<file path="src/rtl/core/ggba_pkg.sv">
// Shared types and constants for the grid binning aggregator.
package ggba_pkg;

   localparam int unsigned TableEntries = 32;
   localparam int unsigned IdxW = $clog2(TableEntries);
   localparam logic signed [31:0] LatLimit = 32'sd900000000;
   localparam logic signed [31:0] LonLimit = 32'sd1800000000;
   localparam logic [1:0] AddrCellSize = 2'd0;
   localparam logic [1:0] AddrThreshold = 2'd1;

   typedef struct packed {
      logic        action;
      logic [31:0] latitude;
      logic [31:0] longitude;
      logic [31:0] speed;
   } req_type;

   typedef struct packed {
      logic        is_summary;
      logic        status;
      logic [31:0] cell_x;
      logic [30:0] cell_y;
      logic [33:0] center_lon;
      logic [33:0] center_lat;
      logic [31:0] event_count;
      logic [31:0] anomaly_count;
      logic [31:0] avg_speed;
      logic [30:0] max_speed;
      logic [31:0] invalid_count;
      logic [5:0]  cell_total;
   } rsp_type;

   // Classified work passed from the front end to the back end.
   typedef struct packed {
      logic        flush;
      logic        valid_pos;
      logic        anomaly;
      logic [31:0] lon_off;
      logic [30:0] lat_off;
      logic [31:0] speed;
   } work_type;

   typedef enum logic [3:0] {
      ST_IDLE, ST_DIV, ST_FIND, ST_UPDATE, ST_SORT, ST_EMIT_MUL, ST_EMIT_DIV,
      ST_EMIT_OUT, ST_SUMMARY, ST_CLEAR
   } state_type;

   function automatic logic [31:0] inc_sat(input logic [31:0] v);
      return (v == '1) ? v : v + 32'd1;
   endfunction

endpackage

</file>
<file path="src/rtl/core/ggba_front.sv">
// Front end: accepts items, checks the position range and classifies events.
module ggba_front (
   input  logic                 clock,
   input  logic                 reset,
   input  logic                 push,
   output logic                 full,
   input  ggba_pkg::req_type    item,
   input  logic [31:0]          threshold,
   output logic                 work_valid,
   input  logic                 work_take,
   output ggba_pkg::work_type   work
);
   // Two-entry queue toward the back end.
   ggba_pkg::work_type q_ff [2];
   logic       wr_ff, rd_ff, wr_in, rd_in;
   logic [1:0] cnt_ff, cnt_in;
   ggba_pkg::work_type w;
   logic signed [31:0] lat, lon;
   logic acc, take;

   assign lat = signed'(item.latitude);
   assign lon = signed'(item.longitude);
   assign full = (cnt_ff == 2'd2);
   assign acc = push && !full;
   assign work_valid = (cnt_ff != 2'd0);
   assign take = work_take && work_valid;
   assign work = q_ff[rd_ff];

   always_comb begin
      logic [32:0] lo;
      logic [31:0] la;
      lo = 33'(signed'(lon)) + 33'(ggba_pkg::LonLimit);
      la = lat + ggba_pkg::LatLimit;
      w.flush = item.action;
      w.valid_pos = (lat >= -ggba_pkg::LatLimit) && (lat <= ggba_pkg::LatLimit) &&
                    (lon >= -ggba_pkg::LonLimit) && (lon <= ggba_pkg::LonLimit);
      w.anomaly = signed'(item.speed) > signed'(threshold);
      w.lon_off = lo[31:0];
      w.lat_off = la[30:0];
      w.speed = item.speed;
   end

   always_comb begin
      wr_in = acc ? !wr_ff : wr_ff;
      rd_in = take ? !rd_ff : rd_ff;
      cnt_in = cnt_ff + 2'(acc) - 2'(take);
   end

   always_ff @(posedge clock) begin
      if (reset) begin
         wr_ff <= 1'b0;
         rd_ff <= 1'b0;
         cnt_ff <= 2'd0;
      end else begin
         wr_ff <= wr_in;
         rd_ff <= rd_in;
         cnt_ff <= cnt_in;
      end
      if (acc) q_ff[wr_ff] <= w;
   end
endmodule

</file>
<file path="config.mk">
export PLATFORM = sky130hd
export DESIGN_NAME = ggba_front
export DESIGN_NICKNAME = d
export VERILOG_FILES = /design/src/rtl/core/ggba_pkg.sv /design/src/rtl/core/ggba_front.sv
export SDC_FILE = /design/constraint.sdc
export NUM_CORES = 1
export LEC_CHECK = 0
export BUFFER_PORTS_ARGS = -buffer_cell sky130_fd_sc_hd__buf_2
export CORE_MARGIN = 5
export CORE_UTILIZATION = 53
export CTS_CLUSTER_DIAMETER = 200
export DETAILED_ROUTE_END_ITERATION = 12
export PLACE_DENSITY = 0.77
export SLEW_MARGIN = 40
export SYNTH_ARGS = -nofsm -noshare
export SYNTH_HDL_FRONTEND = slang
export SYNTH_SLANG_ARGS = --single-unit
</file>
<file path="constraint.sdc">
create_clock -name clock -period 7.01 [get_ports clock]
set_input_delay 0.701 -clock clock [delete_from_list [all_inputs] [get_ports clock]]
set_output_delay 0.701 -clock clock [all_outputs]
set_load 0.03 [all_outputs]
</file>
* Yosys cells after proc, flatten, opt, wreduce, memory -nomap -nowiden
Memory sizes are Yosys's and may differ from the RTL's. A register that Yosys moved wholly into a read port is not among the register bits.
Cells that the tools add are included.
W data, S select, Z words.
** Operators by class
- Add/sub/neg operators :: 4
- $mul :: 0
- Div/mod/pow operators :: 0
- $lt $le $gt $ge :: 5
- Equality and inequality tests :: 1
- Shift-type cells :: 0
- Multiplexer cells :: 4
- Bitwise operators :: 0
- Reductions and logical operators :: 9
** Operator list (count)
- $add A32 B32 Y32 const B :: 1
- $ge A32 B31 Y1 const B :: 1
- $ge A32 B32 Y1 const B :: 1
- $gt A32 B32 Y1 :: 1
- $le A32 B31 Y1 const B :: 1
- $le A32 B32 Y1 const B :: 1
- $add A31 B31 Y31 const B :: 1
- $logic_and A1 B1 Y1 :: 5
- $mux W1 :: 4
- $logic_not A1 Y1 :: 3
- $add A2 B1 Y2 :: 1
- $eq A2 B2 Y1 const B :: 1
- $reduce_bool A2 Y1 :: 1
- $sub A2 B1 Y2 :: 1
** Word-level totals
- Register bits after elaboration :: 4
- Bits in latches :: 0
- Bits in writable memories :: 196
- Memory bits (read-only) :: 0
- Input port bits :: 133
- Output and inout port bits :: 100
- Logic and storage cells :: 27
- Memories kept :: 1
** Memory list
- q_ff :: depth 2, width 98, read ports 1, clocked after memory_dff 1, write ports 1, line ggba_front.sv:14 : ggba_pkg::work_type q_ff [2];

* Depth between registers and ports, before layout
Gate-level depths: netlist of the first run.
- Depth after elaboration :: 5
- Gate-level depth with buffers :: 8
- Mapped depth without buffers :: 8

* Worst setup path before layout of the first run
Ideal clock, no wire load.
- Path type :: input port to flip-flop
- Start :: input push
- End :: memory q_ff[0][0] in the netlist's numbering, enable pin
- Library setup time :: 0.555 ns
- Data arrival time :: 4.873 ns
- Required time :: 6.455 ns
- Slack :: 1.582 ns
- Cell stages on the path :: 2
- Path buffers :: 0
- Path through :: nand2_1 nor2_1
** On the way
- Cells in the longest elaborated chain, start to end :: 3
** Ends and longest elaborated chain
- start: declaration :: line ggba_front.sv:5 : input logic push,
- $logic_and A1 B1 Y1 :: line ggba_front.sv:24 : assign acc = push && !full;
- $mux W1 :: line ggba_front.sv:59 : if (acc) q_ff[wr_ff] <= w;
- $mux W1 (not written as such) :: line ggba_front.sv:59
- end: declaration :: line ggba_front.sv:14
Every way passes these cells.

==> results of run 1 <==
-- where the power goes --
group | internal (mW) | switching (mW) | total, mW | leakage [nW]
Sequential | 1.55 | 0.0533 | 1.60 | 1.87
Combinational | 0.408 | 0.789 | 1.20 | 2.34
Clock | 0.661 | 0.428 | 1.09 | 0.330
Total | 2.61 | 1.27 | 3.88 | 4.54
-- worst paths after layout --
path,from,to,slack [ns]
worst min register to register,cnt_ff[1],cnt_ff[1],0.54
worst max register to register,cnt_ff[0],q_ff[0][63],4.57
worst min-delay path,item[96],q_ff[0][97],0.40
worst max-delay path,register,work[19],4.04
-- per-layer routing --
| layer | track usage | vias up | wire (µm) |
|---|---|---|---|
| met2 | 0.3319 | 274 | 9627 |
| met5 | 0 | - | 17 |
| met1 | 0.2653 | 2832 | 8371 |
| met3 | 0.05679 | 44 | 2035 |
| met4 | 0.06061 | 4 | 537 |
| li1 | - | 2860 | - |
-- logic make-up after synthesis --
family / after synthesis
buffers and inverters: 57
AOI/OAI and AO/OA: 83
adders and majority gates: 39
muxes: 99
DFF: 201
and+or+nand+nor: 102
xor gates and xnor gates: 42
-- flip-flops by register name, indices dropped and copies added (netlist names), named ones only --
| name | flops |
|---|---|
| cnt_ff | 2 |
| q_ff | 196 |
| rd_ff | 1 |
| wr_ff | 1 |
-- final cells by class --
| type | count | share of cell area |
|---|---|---|
| clock buffers | 24 | 0.04723 |
| inverters | 43 | 0.01420 |
| repair buffers | 236 | 0.1051 |
| well taps | 225 | 0.02477 |
| flip-flops and latches | 201 | 0.5270 |
| clock inverters | 13 | 0.01277 |
| multi-input cells | 365 | 0.2687 |
| diodes | 1 | 0.0002202 |
-- cell usage after synthesis, types with 6 or more instances --
cell type  number
ha_1           39
o21ai_1        11
mux2_2         98
a31oi_1         6
nand3_1         6
clkbuf_1       10
xor2_1         19
nor3_1         11
nand2_1        23
xnor2_1        23
a21oi_1        21
a21o_1          8
nor2_1         21
edfxtp_1      196
o21ai_0        10
nand4_1        10
inv_1          43
-- stage by stage --
step	hold WS, ns	utilization
6_report	0.4041	0.6594
5_1_grt	0.3877	0.6593
4_1_cts	0.3852	0.6593
3_5_place_dp	0.5152	0.6197
3_3_place_gp	0.4951	0.6195
2_1_floorplan	0.4811	-
==> flow_metrics.py, run 1 <==
metrics = {
    "status": {
        "status": "finished clean",
    },
    "cts": {
        "h-tree-depth": 1,
        "clock-sinks": 201,
        "hold_buffers": 0,
        "cts_root_buf": "clkbuf_16",
        "clk_pin_slew_worst_paths_ns": 0.06,
        "post_cts_buffers": 0,
        "cts_buffer_depth": 3,
        "cts_tree": "done",
        "numCtsBuffers": 21,
        "post_cts_resized": 0,
        "worstSkewPairLatency_ns": 0.48,
    },
    "logic_synthesis": {
        "ys_types": 55,
        "synth_top_cells_by_area": "edfxtp_1 (64%), mux2_2 (12%), ha_1 (5.3%), xnor2_1 (2.2%), xor2_1 (1.8%)",
        "synth_top_cell_by_area": "edfxtp_1",
        "synthCells": 623,
        "synthXorXnorAreaFrac": 0.03977,
        "synth_adder_area_share": 0.05275,
        "synth_compound_area_frac": 0.05708,
        "ys.flop_type": "edfxtp_1",
        "yosysWarnings": 0,
        "synth.top_cell.area_share": 0.6363,
        "yosysSeqAreaShare": 0.6471,
        "synth_seq_cells": 201,
        "synth_edf_count": 196,
        "synthMuxAreaShare": 0.1204,
        "synth_nets": 795,
        "synthesis.area_mm2": 0.009250,
        "async_reset_ff_frac": 0,
        "synthSimpleGateAreaFrac": 0.05884,
        "synth_top_family_by_area": "multiplexers",
        "post_synth.cell_area_avg_um2": 14.85,
    },
    "layout": {
        "final_common_cell": "buf_2",
        "fin_area_mm2": 0.01137,
        "fill_cells": 1231,
        "area_delta_synth_final_pct": 22.87,
        "regArea_mm2": 0.005989,
        "final_cell_mix": "buf_2 (232), edfxtp_1 (196), mux2_2 (98), inv_1 (43), ha_1 (39)",
        "nNetsFinal": 1040,
        "multiInputGateArea_mm2": 0.003054,
        "stdcell_count": 1108,
        "drive_gt1_frac": 0.4229,
    },
    "floorplanning": {
        "row_count": 48,
        "die-area_mm2": 0.02020,
        "die_w_um": 142.1,
        "die_h_um": 142.1,
        "num_io_pins": 233,
        "core_area_mm2": 0.01724,
        "start_util": 0.5367,
    },
    "flow_run": {
        "cap_violations": 0,
    },
    "drt": {
        "viasPerCell": 5.428,
        "initialDrtViolationCount": 387,
        "drtPass1Iterations": 4,
        "vias": 6014,
        "drt_wl_total_mm": 20.59,
        "wire_per_inst_um": 18.58,
        "drc": 0,
        "drtAntennaViolNets": 0,
    },
    "min_path": {
        "hold_path_class": "input port to register",
        "min_path_cells": 1,
    },
    "timing": {
        "fin_tns_setup_ns": 0,
        "fin_worst_skew_ns": 0.007453,
        "fmax_mhz": 336.5,
        "max_slew.worst_pin.slew_ns": 0.8176,
        "drv_slew": 0,
        "worst_slack_ns": 4.038,
        "layout_min_cycle_time_ns": 2.972,
        "finalCritPeriodShare": 0.4239,
        "hold_violations": 0,
        "relSlewSlack": 0.4550,
        "finalSetupViolations": 0,
        "rsz0062_at_grt": "no",
    },
    "worst_setup_path": {
        "reg2reg_depth": 5,
        "crit_chain": "buf_6 > mux2_2 > buf_2",
        "cp_num_cells": 3,
        "crit_arrival_ns": 2.27,
        "cpMaxStageDelayCell": "buf_6",
        "crit_path_max_incr_delay_ns": 0.65,
        "cp-end-kind": "output pin",
        "path_class": "register to output pin",
        "cp-start-kind": "register",
        "cp_top_family": "buffers and inverters",
        "worst-path-buf-inv": 2,
        "worstPathRequired_ns": 6.31,
        "path_max_fanout": 83,
    },
    "power_and_ir_drop": {
        "p_total_mw": 3.884,
        "p_leak_nw": 4.539,
        "vdd_drop_max_v": 0.0003635,
        "powerDensity_mw_per_mm2": 341.7,
    },
    "grt": {
        "grt_max_degree": 84,
        "grt_pass1_vias": 6294,
        "grt-ovfl-total": 0,
        "grt_pass1_wl_mm": 32.39,
        "antenna_found_initial": 3,
        "grtUsageTotal": 0.2025,
    },
    "place": {
        "dp_slack_ns": 4.250,
        "io_buffer_count": 232,
        "numPlacedInstances": 1070,
        "dpl_cell_area_mm2": 0.01068,
        "dp_hpwl_mm": 14.69,
        "gp_congestion": 0.8787,
    },
}
(Power assumes the default switching activity.)
==> run 2, diff against run 1 <==
- ABC_AREA: unset -> 1
- CORE_UTILIZATION: 53 -> 55
- PLACE_DENSITY: 0.77 -> 0.78
- clock period: 7.01 -> 3 ns (I/O delays scaled with it)
==> flow_metrics.py, run 2 <==
metrics = {
    "drt": {
        "viasPerCell": 5.250,
        "drtPass1Iterations": 6,
        "vias": 7171,
        "wire_per_inst_um": 16.94,
        "drc": 0,
        "initialDrtViolationCount": 343,
        "drt_wl_total_mm": 23.14,
        "drtAntennaViolNets": 0,
    },
    "power_and_ir_drop": {
        "powerDensity_mw_per_mm2": 737.3,
        "p_total_mw": 9.297,
        "p_leak_nw": 5.336,
        "vdd_drop_max_v": 0.0006843,
    },
    "grt": {
        "antenna_found_initial": 0,
        "grt_pass1_vias": 7577,
        "grt-ovfl-total": 0,
        "grtUsageTotal": 0.2146,
        "grt_pass1_wl_mm": 37.69,
        "grt_max_degree": 44,
    },
    "layout": {
        "multiInputGateArea_mm2": 0.003746,
        "final_common_cell": "buf_2",
        "fill_cells": 1340,
        "nNetsFinal": 1295,
        "top_regs": "q_ff: 196 flops, cnt_ff: 2 flops",
        "final_cell_mix": "buf_2 (232), edfxtp_1 (196), nand2_1 (128), mux2_2 (98), inv_1 (87)",
        "drive_gt1_frac": 0.3799,
        "top_register": "q_ff",
        "largest_register_ffs": 196,
        "regArea_mm2": 0.005989,
        "antenna_cells": 0,
        "area_delta_synth_final_pct": 23.72,
    },
    "logic_synthesis": {
        "yosysSeqAreaShare": 0.5873,
        "synthXorXnorAreaFrac": 0.03265,
        "synthMuxAreaShare": 0.1083,
        "async_reset_ff_frac": 0,
        "synthCells": 853,
        "synth_adder_area_share": 0.04788,
        "synthSimpleGateAreaFrac": 0.1403,
        "ys.flop_type": "edfxtp_1",
        "post_synth.cell_area_avg_um2": 11.95,
        "yosysWarnings": 0,
        "ys_types": 43,
        "synth_edf_count": 196,
        "yosysMostFrequentCell": "edfxtp_1",
        "synthesis.area_mm2": 0.01019,
        "synth_nets": 1025,
        "synth.top_cell.area_share": 0.5775,
        "synth_compound_area_frac": 0.03695,
        "synth_top_family_by_area": "simple AND/OR/NAND/NOR gates",
        "synth_top_cells_by_area": "edfxtp_1 (58%), mux2_2 (11%), ha_1 (4.8%), nand2_1 (4.7%), inv_1 (3.2%)",
        "synth_seq_cells": 201,
        "ys_top_cells_by_count": "edfxtp_1 (196), nand2_1 (128), mux2_2 (98)",
        "synth_top_cell_by_area": "edfxtp_1",
    },
    "floorplanning": {
        "core_area_mm2": 0.01809,
        "die_w_um": 146.1,
        "num_io_pins": 233,
        "die_h_um": 146.1,
        "row_count": 49,
        "die-area_mm2": 0.02135,
        "start_util": 0.5635,
    },
    "timing": {
        "fmax_mhz": 435.6,
        "worst_slack_ns": 0.7043,
        "drv_slew": 0,
        "rsz0062_at_grt": "no",
        "finalSetupViolations": 0,
        "layout_min_cycle_time_ns": 2.296,
        "hold_violations": 0,
        "relSlewSlack": 0.4557,
        "fin_worst_skew_ns": 0.02252,
        "max_slew.worst_pin.slew_ns": 0.8079,
        "finalCritPeriodShare": 0.7652,
    },
    "worst_setup_path": {
        "path_class": "register to output pin",
        "cp_top_family": "buffers and inverters",
        "path_max_fanout": 22,
        "cp_num_cells": 3,
        "cp-end-kind": "output pin",
        "worstPathRequired_ns": 2.70,
        "crit_arrival_ns": 2.00,
        "cp-start-kind": "register",
        "crit_chain": "buf_4 > mux2_2 > buf_2",
        "reg2reg_depth": 4,
        "crit_path_max_incr_delay_ns": 0.54,
        "worst-path-buf-inv": 2,
        "cpMaxStageDelayCell": "dfxtp_4",
    },
    "place": {
        "dp_slack_ns": 0.9560,
        "dp_hpwl_mm": 17.37,
        "io_buffer_count": 232,
        "gp_congestion": 0.9175,
    },
    "cts": {
        "cts_root_buf": "clkbuf_16",
        "worstSkewPairLatency_ns": 0.50,
        "cts_tree": "done",
        "numCtsBuffers": 22,
        "cts_buffer_depth": 3,
        "h-tree-depth": 1,
        "post_cts_resized": 0,
        "clock-sinks": 201,
        "clk_pin_slew_worst_paths_ns": 0.06,
    },
    "flow_run": {
        "cap_violations": 0,
    },
    "min_path": {
        "hold_path_class": "input port to register",
        "min_path_cells": 1,
    },
    "status": {
        "status": "finished clean",
    },
}
## run 2: cell count changes after synthesis, moves of 8 or more
cell / change
nor2_1: +41
nand2_4: +9
nand2_2: +8
nand2_1: +105
nand4_1: +8
inv_2: +15
o21ai_1: -8
nand3_1: +28
xnor2_1: -20
xor2_1: +16
clkbuf_1: -10
inv_1: +44
buf_2: +13
## run 2: power breakdown
| group | internal [mW] | switching [mW] |
|---|---|---|
| Sequential | 3.61 | 0.126 |
| Combinational | 1.02 | 1.93 |
| Clock | 1.59 | 1.01 |
## run 2: path summary, 6_finish.rpt
| kind | startpoint | end | slack [ns] |
|---|---|---|---|
| worst max-delay path | register | work[39] | 0.70 |
| worst min-delay path | item[9] | q_ff[1][9] | 0.03 |
| worst max register to register | cnt_ff[1] | q_ff[1][12] | 0.96 |
| worst min register to register | rd_ff | register | 0.49 |
## run 2: per-stage QoR
stage                     hold WS [ns]  setup TNS, ns  utilization  instance area [µm²]  instances
after CTS                    0.0007611              0       0.6972                12610       1366
after detailed placement        0.4815              0       0.6471                11700       1308
after global routing           0.01108              0       0.6972                12610       1366
final                          0.02621              0       0.6972                12610       1366
after global placement          0.4588              0       0.6471                11700       1308
after floorplan                 0.3691        -114.96            -                10200        853
## run 2: repair_timing
action                     4_1_cts  5_1_grt
hold buffers                    20        0
buffers inserted                 0        0
setup endpoints to repair        0        0
hold endpoints to repair        36        0
## run 2: final cells by class
| cell class | instances | share of cell area |
|---|---|---|
| flip-flops and latches | 201 | 0.4750 |
| well taps | 229 | 0.02272 |
| clock inverters | 10 | 0.008037 |
| inverters | 102 | 0.03036 |
| repair buffers | 262 | 0.1189 |
| clock buffers | 28 | 0.04793 |
| multi-input cells | 534 | 0.2971 |
## run 2: cells by family (layout without fill, tap and decap cells)
logic type	Yosys count	in the layout
xor gates and xnor gates	38	38
muxes	98	98
adders and majority gates	39	39
and+or+nand+nor	296	296
buffers and inverters	118	402
DFF	201	201
AOI/OAI and AO/OA	63	63
## run 2: metal layers
| layer | share of wire | track usage | wire length [µm] |
|---|---|---|---|
| met5 | 0 | 0 | 0 |
| met4 | 0.023 | 0.05456 | 522 |
| met3 | 0.073 | 0.05206 | 1684 |
| met2 | 0.50 | 0.3906 | 11630 |
| met1 | 0.40 | 0.2558 | 9304 |
